File: src/hw/rtl/bdpc_pkg.sv
// Package for the button debounce and press classifier.
// Holds event codes, register indexes and the configuration struct.
// No dependencies.
package bdpc_pkg;

    localparam int unsigned CFG_W     = 16;
    localparam int unsigned CFG_IDX_W = 2;
    localparam int unsigned TIME_W    = 32;

    localparam logic [CFG_W-1:0] DEBOUNCE_RST    = 16'd50;
    localparam logic [CFG_W-1:0] SHORT_LIMIT_RST = 16'd2500;
    localparam logic [CFG_W-1:0] LONG_LIMIT_RST  = 16'd3000;

    typedef enum logic [CFG_IDX_W-1:0] {
        REG_DEBOUNCE    = 2'd0,
        REG_SHORT_LIMIT = 2'd1,
        REG_LONG_LIMIT  = 2'd2
    } t_reg_idx;

    typedef enum logic [1:0] {
        EV_NONE  = 2'd0,
        EV_SHORT = 2'd1,
        EV_LONG  = 2'd2
    } t_event;

    typedef struct packed {
        logic [CFG_W-1:0] debounce_ms;
        logic [CFG_W-1:0] short_limit_ms;
        logic [CFG_W-1:0] long_limit_ms;
    } t_cfg;

endpackage

File: src/hw/rtl/bdpc_cfg_regs.sv
// Configuration register file for the press classifier.
// Depends on bdpc_pkg.
module bdpc_cfg_regs (
    input  logic                           i_clk,
    input  logic                           i_rst_n,
    input  logic                           i_cfg_we,
    input  logic [bdpc_pkg::CFG_IDX_W-1:0] i_cfg_index,
    input  logic [bdpc_pkg::CFG_W-1:0]     i_cfg_wdata,
    output bdpc_pkg::t_cfg                 o_cfg
);
    import bdpc_pkg::*;

    t_cfg r_cfg;

    always_ff @(posedge i_clk) begin
        if (!i_rst_n) begin
            r_cfg.debounce_ms    <= DEBOUNCE_RST;
            r_cfg.short_limit_ms <= SHORT_LIMIT_RST;
            r_cfg.long_limit_ms  <= LONG_LIMIT_RST;
        end else if (i_cfg_we) begin
            unique case (t_reg_idx'(i_cfg_index))
                REG_DEBOUNCE:    r_cfg.debounce_ms    <= i_cfg_wdata;
                REG_SHORT_LIMIT: r_cfg.short_limit_ms <= i_cfg_wdata;
                REG_LONG_LIMIT:  r_cfg.long_limit_ms  <= i_cfg_wdata;
                default: ;
            endcase
        end
    end

    assign o_cfg = r_cfg;

endmodule

File: src/hw/rtl/bdpc_core.sv
// Debounce state and press classification for one poll per cycle while i_fire is high.
// Depends on bdpc_pkg; fed by the input register of the top level.
module bdpc_core (
    input  logic                        i_clk,
    input  logic                        i_rst_n,
    input  bdpc_pkg::t_cfg              i_cfg,
    input  logic                        i_fire,
    input  logic                        i_raw,
    input  logic [bdpc_pkg::TIME_W-1:0] i_now,
    output bdpc_pkg::t_event            o_event
);
    import bdpc_pkg::*;

    logic              r_stable, r_prev, r_held, r_long_done;
    logic [TIME_W-1:0] r_last, r_start;
    logic              n_stable, n_held, n_long_done;
    logic [TIME_W-1:0] n_last, n_start;

    logic              settle, is_short, is_long;
    logic [TIME_W-1:0] since, dur;

    always_comb begin
        n_last   = (i_raw != r_prev) ? i_now : r_last;
        since    = i_now - n_last;
        dur      = i_now - r_start;
        settle   = (since > {{(TIME_W-CFG_W){1'b0}}, i_cfg.debounce_ms}) && (i_raw != r_stable);
        is_short = settle && i_raw && !r_long_done
                   && (dur < {{(TIME_W-CFG_W){1'b0}}, i_cfg.short_limit_ms});
        is_long  = !settle && r_held && !r_long_done
                   && (dur > {{(TIME_W-CFG_W){1'b0}}, i_cfg.long_limit_ms});

        n_stable    = r_stable;
        n_held      = r_held;
        n_long_done = r_long_done;
        n_start     = r_start;
        if (settle) begin
            n_stable = i_raw;
            if (!i_raw) begin
                n_start     = i_now;
                n_held      = 1'b1;
                n_long_done = 1'b0;
            end else begin
                n_held = 1'b0;
            end
        end
        if (is_long) begin
            n_long_done = 1'b1;
        end
    end

    always_comb begin
        if (is_short) begin
            o_event = EV_SHORT;
        end else if (is_long) begin
            o_event = EV_LONG;
        end else begin
            o_event = EV_NONE;
        end
    end

    always_ff @(posedge i_clk) begin
        if (!i_rst_n) begin
            r_stable    <= 1'b1;
            r_prev      <= 1'b1;
            r_held      <= 1'b0;
            r_long_done <= 1'b0;
            r_last      <= '0;
            r_start     <= '0;
        end else if (i_fire) begin
            r_stable    <= n_stable;
            r_prev      <= i_raw;
            r_held      <= n_held;
            r_long_done <= n_long_done;
            r_last      <= n_last;
            r_start     <= n_start;
        end
    end

    a_held_means_pressed: assert property (@(posedge i_clk) disable iff (!i_rst_n)
        r_held |-> !r_stable)
        else $error("held set while stable level is released");

    a_long_sets_done: assert property (@(posedge i_clk) disable iff (!i_rst_n)
        (i_fire && o_event == EV_LONG) |=> r_long_done)
        else $error("long event not latched");

    a_short_releases: assert property (@(posedge i_clk) disable iff (!i_rst_n)
        (i_fire && o_event == EV_SHORT) |=> (r_stable && !r_held))
        else $error("short event without release");

    a_idle_holds: assert property (@(posedge i_clk) disable iff (!i_rst_n)
        !i_fire |=> ($stable(r_stable) && $stable(r_long_done) && $stable(r_start)))
        else $error("state moved without a request");

endmodule

File: src/hw/rtl/button_debounce_press_classifier.sv
// Top level of the button debounce and short/long press classifier.
// Depends on bdpc_pkg, bdpc_cfg_regs and bdpc_core.
//
//  channel | valid        | stall        | payload
//  --------+--------------+--------------+--------------------------
//  in      | i_in_valid   | o_in_stall   | i_raw_level, i_now_ms
//  out     | o_out_valid  | i_out_stall  | o_press_event
//  cfg     | i_cfg_we     | (none)       | i_cfg_index, i_cfg_wdata
//
// One request per cycle while i_out_stall is low; each passes the input register, then the output register.
// The input register feeds the core, whose state updates as the result loads.
// Synchronous active-low reset clears state and restores default limits.
// A stalled output holds its result and backs up the input register.
module button_debounce_press_classifier (
    input  logic                           i_clk,
    input  logic                           i_rst_n,
    input  logic                           i_cfg_we,
    input  logic [bdpc_pkg::CFG_IDX_W-1:0] i_cfg_index,
    input  logic [bdpc_pkg::CFG_W-1:0]     i_cfg_wdata,
    input  logic                           i_in_valid,
    output logic                           o_in_stall,
    input  logic                           i_raw_level,
    input  logic [bdpc_pkg::TIME_W-1:0]    i_now_ms,
    output logic                           o_out_valid,
    input  logic                           i_out_stall,
    output logic [1:0]                     o_press_event
);
    import bdpc_pkg::*;

    t_cfg              cfg;
    t_event            core_event;
    logic              r_in_valid, r_raw;
    logic [TIME_W-1:0] r_now;
    logic              r_out_valid;
    t_event            r_out_event;
    logic              advance, fire, accept;

    bdpc_cfg_regs u_cfg (
        .i_clk       (i_clk),
        .i_rst_n     (i_rst_n),
        .i_cfg_we    (i_cfg_we),
        .i_cfg_index (i_cfg_index),
        .i_cfg_wdata (i_cfg_wdata),
        .o_cfg       (cfg)
    );

    bdpc_core u_core (
        .i_clk   (i_clk),
        .i_rst_n (i_rst_n),
        .i_cfg   (cfg),
        .i_fire  (fire),
        .i_raw   (r_raw),
        .i_now   (r_now),
        .o_event (core_event)
    );

    assign advance    = !r_out_valid || !i_out_stall;
    assign fire       = r_in_valid && advance;
    assign o_in_stall = r_in_valid && !advance;
    assign accept     = i_in_valid && !o_in_stall;

    always_ff @(posedge i_clk) begin
        if (!i_rst_n) begin
            r_in_valid <= 1'b0;
        end else if (accept) begin
            r_in_valid <= 1'b1;
        end else if (fire) begin
            r_in_valid <= 1'b0;
        end
    end

    always_ff @(posedge i_clk) begin
        if (accept) begin
            r_raw <= i_raw_level;
            r_now <= i_now_ms;
        end
    end

    always_ff @(posedge i_clk) begin
        if (!i_rst_n) begin
            r_out_valid <= 1'b0;
        end else if (advance) begin
            r_out_valid <= fire;
        end
    end

    always_ff @(posedge i_clk) begin
        if (fire) begin
            r_out_event <= core_event;
        end
    end

    assign o_out_valid   = r_out_valid;
    assign o_press_event = r_out_event;

endmodule
File: config.mk
export PLATFORM = sky130hd
export DESIGN_NAME = button_debounce_press_classifier
export DESIGN_NICKNAME = d
export VERILOG_FILES = /design/src/hw/rtl/bdpc_pkg.sv /design/src/hw/rtl/bdpc_cfg_regs.sv /design/src/hw/rtl/bdpc_core.sv /design/src/hw/rtl/button_debounce_press_classifier.sv
export SDC_FILE = /design/constraint.sdc
export NUM_CORES = 1
export LEC_CHECK = 0
export ABC_AREA = 1
export ABC_CLOCK_PERIOD_IN_PS = 4400
export BUFFER_PORTS_ARGS = -buffer_cell sky130_fd_sc_hd__buf_2
export CAP_MARGIN = 20
export CORE_AREA = 2 2 176 178
export CTS_CLUSTER_DIAMETER = 100
export DETAILED_ROUTE_END_ITERATION = 6
export DIE_AREA = 0 0 178 180
export RECOVER_POWER = 100
export SLEW_MARGIN = 20
export SYNTH_ARGS = -nofsm -noshare
export SYNTH_HDL_FRONTEND = slang
export SYNTH_SLANG_ARGS = --single-unit
File: constraint.sdc
create_clock -name i_clk -period 4.4 [get_ports i_clk]
set_input_delay 0 -clock i_clk [delete_from_list [all_inputs] [get_ports i_clk]]
set_output_delay 0 -clock i_clk [all_outputs]
set_load 0.005 [all_outputs]
==> metrics.md <==
| Metric | Value |
|---|---|
| Status | finished with violations |
| Violated checks | capacitance limit, slew limit |
| Top cell type's share of synthesized area | 21.4% |
| Iteration-0 DRC count of the detailed router | 744 |
| Syn avg cell area | 6.80 um2 |
| Int Power | 2890 uW |
| Fin Setup TNS | 0 ns |
| Skew-Pair Late Insertion Delay | 0.44 ns |
| Layout area overhead | 19.6% |
| Leak | 0.00635 uW |
| Top cells by area, synth | dfxtp_1, nand2_1, ha_1, edfxtp_1, inv_1 |
| Critical path arrival | 4.54 ns |
| Combinational Power Share | 32.6% |
| CP Cell Sequence | inv_1, ha_1, inv_1, fa_1, nand3_1, nand2_1, a31oi_1, clkbuf_1, o21bai_1, xor2_1, ha_1, nand2_1, or3_1, a31oi_1, nor2_1, o21ai_0, nand4_1, a21oi_1 |
| Die H | 180 um |
| Largest net degree at the start of global routing | 81 |
| WS Path Type | flop to flop |
| First-pass GRT wire length | 50400 um |
| Synth Flop Type | dfxtp_1 |
| Synth Instances | 1624 |
| # setup viols final | 0 |
| Async SR Flop Fraction | 0% |
| Minimum clock period | 4.18 ns |
| Synthesized Nets | 1780 |
| Startpoint types | flop |
| Via Count | 10712 |
| Worst-Margin Slew | 2.02 ns |
| Initial antenna violation count | 0 |
| Total Nets Final | 1911 |
| Top-Level Pins | 60 |
| Antenna Violating Nets Remaining | 0 |
| GRT Total Usage | 19.9% |
| Routed wire length | 32700 um |
| Synth area leader | dfxtp_1 |
| Clk pin slew, worst setup/hold paths | 0.06 ns |
| Sw Ratio | 35.8% |
| CTS Buffer Depth | 2 |
| Power per Cell Area | 340 nW/um2 |
| EDFF count, synth | 35 |
| Final instance area | 13200 um2 |
| Area post-placement | 11800 um2 |
| Vias per cell | 4.95 |
| Sink Count | 153 |
| Max-capacitance violation count | 1 |
| Fin crit share | 95.1% |
| Post-Syn Area | 11100 um2 |
| Skew final | 0.0107 ns |
| Layout fillers | 3094 |
| Final hold viol count | 0 |
| Die width | 178 um |
| Post-Layout Cell Count | 2164 |
| CP max-delay cell | edfxtp_1 |
| Clock power frac | 32.4% |
| Area of the multi-input gates | 6570 um2 |
| CORE AREA | 30200 um2 |
| Synth unique cells | 47 |
| PortBufs | 59 |
| Flop2flop setup slack | 0.22 ns |
| Most common cell after layout, fill and taps aside | nand2_1 |
| TritonCTS Buffers | 17 |
| Routability cong. | 0.969 |
| Post-detail-place hpwl | 24900 um |
| Placed Cells | 2065 |
| Final slew viol count | 34 |
| Sequential Power Share | 34.9% |
| TritonCTS clock tree | built |
| Drt pass-1 iters | 5 |
| Post-DR wirelength/cell | 15.1 um |
| Root Buffer | clkbuf_16 |
| Fmax | 239 MHz |
| Layout Utilization | 43.8% |
| Rows | 64 |
| Post-synthesis sequential area ratio | 30.9% |
| Vias in the first global route | 9708 |
| Initial core utilization | 36.6% |
| Ant. Diodes | 0 |
| Required time worst endpoint | 4.76 ns |
| Number of warning messages in the yosys log | 0 |
| Worst slew margin | -34.4% |
| Commonest cells after routing, fill and taps aside | nand2_1, inv_1, nor2_1 |
| Share of cells above drive strength 1 | 9.28% |
| Crit. End Element | flop |
| Drc violations | 0 |
| Critical Path Max Stage Delay | 0.47 ns |
| FF/Latch Area | 3410 um2 |
| Net Sw Power | 1610 uW |
| Die ar. | 32000 um2 |
| Hold WC Path Type | input pin to flop |
| Crit-path max FO | 4 |
| Max VDD drop | 376 uV |
| H-Tree Depth | 4 |
| GR Overflow Total | 0 |
| Register bit total from synthesis | 153 |
kinds of logic (layout without fill, tap and decap cells):
kind of cell	after synthesis	in the layout	synth area share, %
AND/OR/NAND/NOR	689	690	26.2
AO/OA/AOI/OAI	319	319	15.6
buffers and inverters	302	445	10.9
flip-flops	153	153	30.9
adder cells (fa/ha/maj)	100	100	11.4
XOR/XNOR	42	42	3.33
multiplexers	19	19	1.72
critical path: cells and delay by family (launching register included):
family	cells	cell delay [ns]
compound gates	5	1.25
xor+xnor	1	0.21
fa+ha+maj	3	0.86
buf+inv	3	0.43
flops	1	0.47
simple gates	6	0.90
through the flow:
| step | setup slack, ns | total power [uW] | hold slack, ns |
|---|---|---|---|
| after CTS | 0.0336 | 4460 | 0.0184 |
| after detailed placement | 0.0633 | 2960 | 0.178 |
| after floorplan | 0.320 | 2580 | 0.0989 |
| after global placement | 0.181 | 2950 | 0.177 |
| after global routing | -0.0646 | 4790 | 0.141 |
| final | 0.216 | 4500 | 0.135 |
synth_stat cells, types with 2 or more instances:
| cell | count |
|---|---|
| nand2_1 | 371 |
| inv_1 | 263 |
| nor2_1 | 170 |
| a21oi_1 | 152 |
| dfxtp_1 | 118 |
| o21ai_0 | 111 |
| ha_1 | 99 |
| nand3_1 | 71 |
| edfxtp_1 | 35 |
| xor2_1 | 35 |
| clkbuf_1 | 24 |
| nand4_1 | 20 |
| mux2i_1 | 19 |
| o211ai_1 | 18 |
| nor3_1 | 15 |
| o21bai_1 | 11 |
| nor2_2 | 10 |
| nand2_2 | 9 |
| nand3b_1 | 8 |
| xnor2_1 | 7 |
| a21boi_0 | 6 |
| a31oi_1 | 6 |
| o21ai_1 | 4 |
| a211oi_1 | 3 |
| a21o_1 | 3 |
| buf_1 | 3 |
| buf_8 | 3 |
| inv_2 | 3 |
| nor4_1 | 3 |
| o221ai_1 | 3 |
| and3_1 | 2 |
| buf_2 | 2 |
| buf_6 | 2 |
| nand3_2 | 2 |
power groups by stage:
| stage | clock [uW] | combinational (uW) | sequential (uW) |
|---|---|---|---|
| after global placement | 0 | 1350 | 1600 |
| after global routing | 1540 | 1670 | 1580 |
| final | 1460 | 1470 | 1570 |
| after floorplan | 0 | 1000 | 1580 |
| after detailed placement | 0 | 1360 | 1600 |
| after CTS | 1480 | 1410 | 1570 |
registers in the layout, summed over array words and instances, names as in the netlist:
register            count
u_core.r_long_done      1
u_core.r_start         32
r_raw                   1
u_cfg.o_cfg            48
o_out_valid             1
r_now                  32
o_press_event           2
u_core.r_stable         1
u_core.r_held           1
r_in_valid              1
u_core.r_prev           1
u_core.r_last          32
metal layers:
layer / routed length (um) / vias to the layer above / global-route usage (%)
li1: - / 5558 / -
met4: 314 / 0 / 3.74
met5: 0 / - / 0
met1: 16000 / 4877 / 27.6
met3: 1360 / 18 / 2.66
met2: 15000 / 259 / 33.1
layout make-up:
cell class                      instances  share of cell area [%]
Clock inverter                         14                   0.909
Tap cell                              396                    3.75
Sequential cell                       153                    25.8
Timing Repair Buffer                  147                    8.89
Clock buffer                           18                    3.41
Inverter                              266                    7.55
Multi-Input combinational cell       1170                    49.7
path summary, 6_finish.rpt:
path                   endpoint  cells past startpoint       startpoint
max          u_core.r_long_done                     18         r_now[0]
min             u_core.r_stable                      2          i_rst_n
max reg2reg  u_core.r_long_done                     18         r_now[0]
min reg2reg     u_cfg.o_cfg[26]                      2  u_cfg.o_cfg[26]
repair_timing:
action	in CTS	in global routing
setup endpoints to repair	0	37
hold endpoints to repair	83	0
gates resized for setup	0	31
hold buffers	52	0
setup buffers	0	7
No activity file was read; power rests on OpenSTA's default activity.
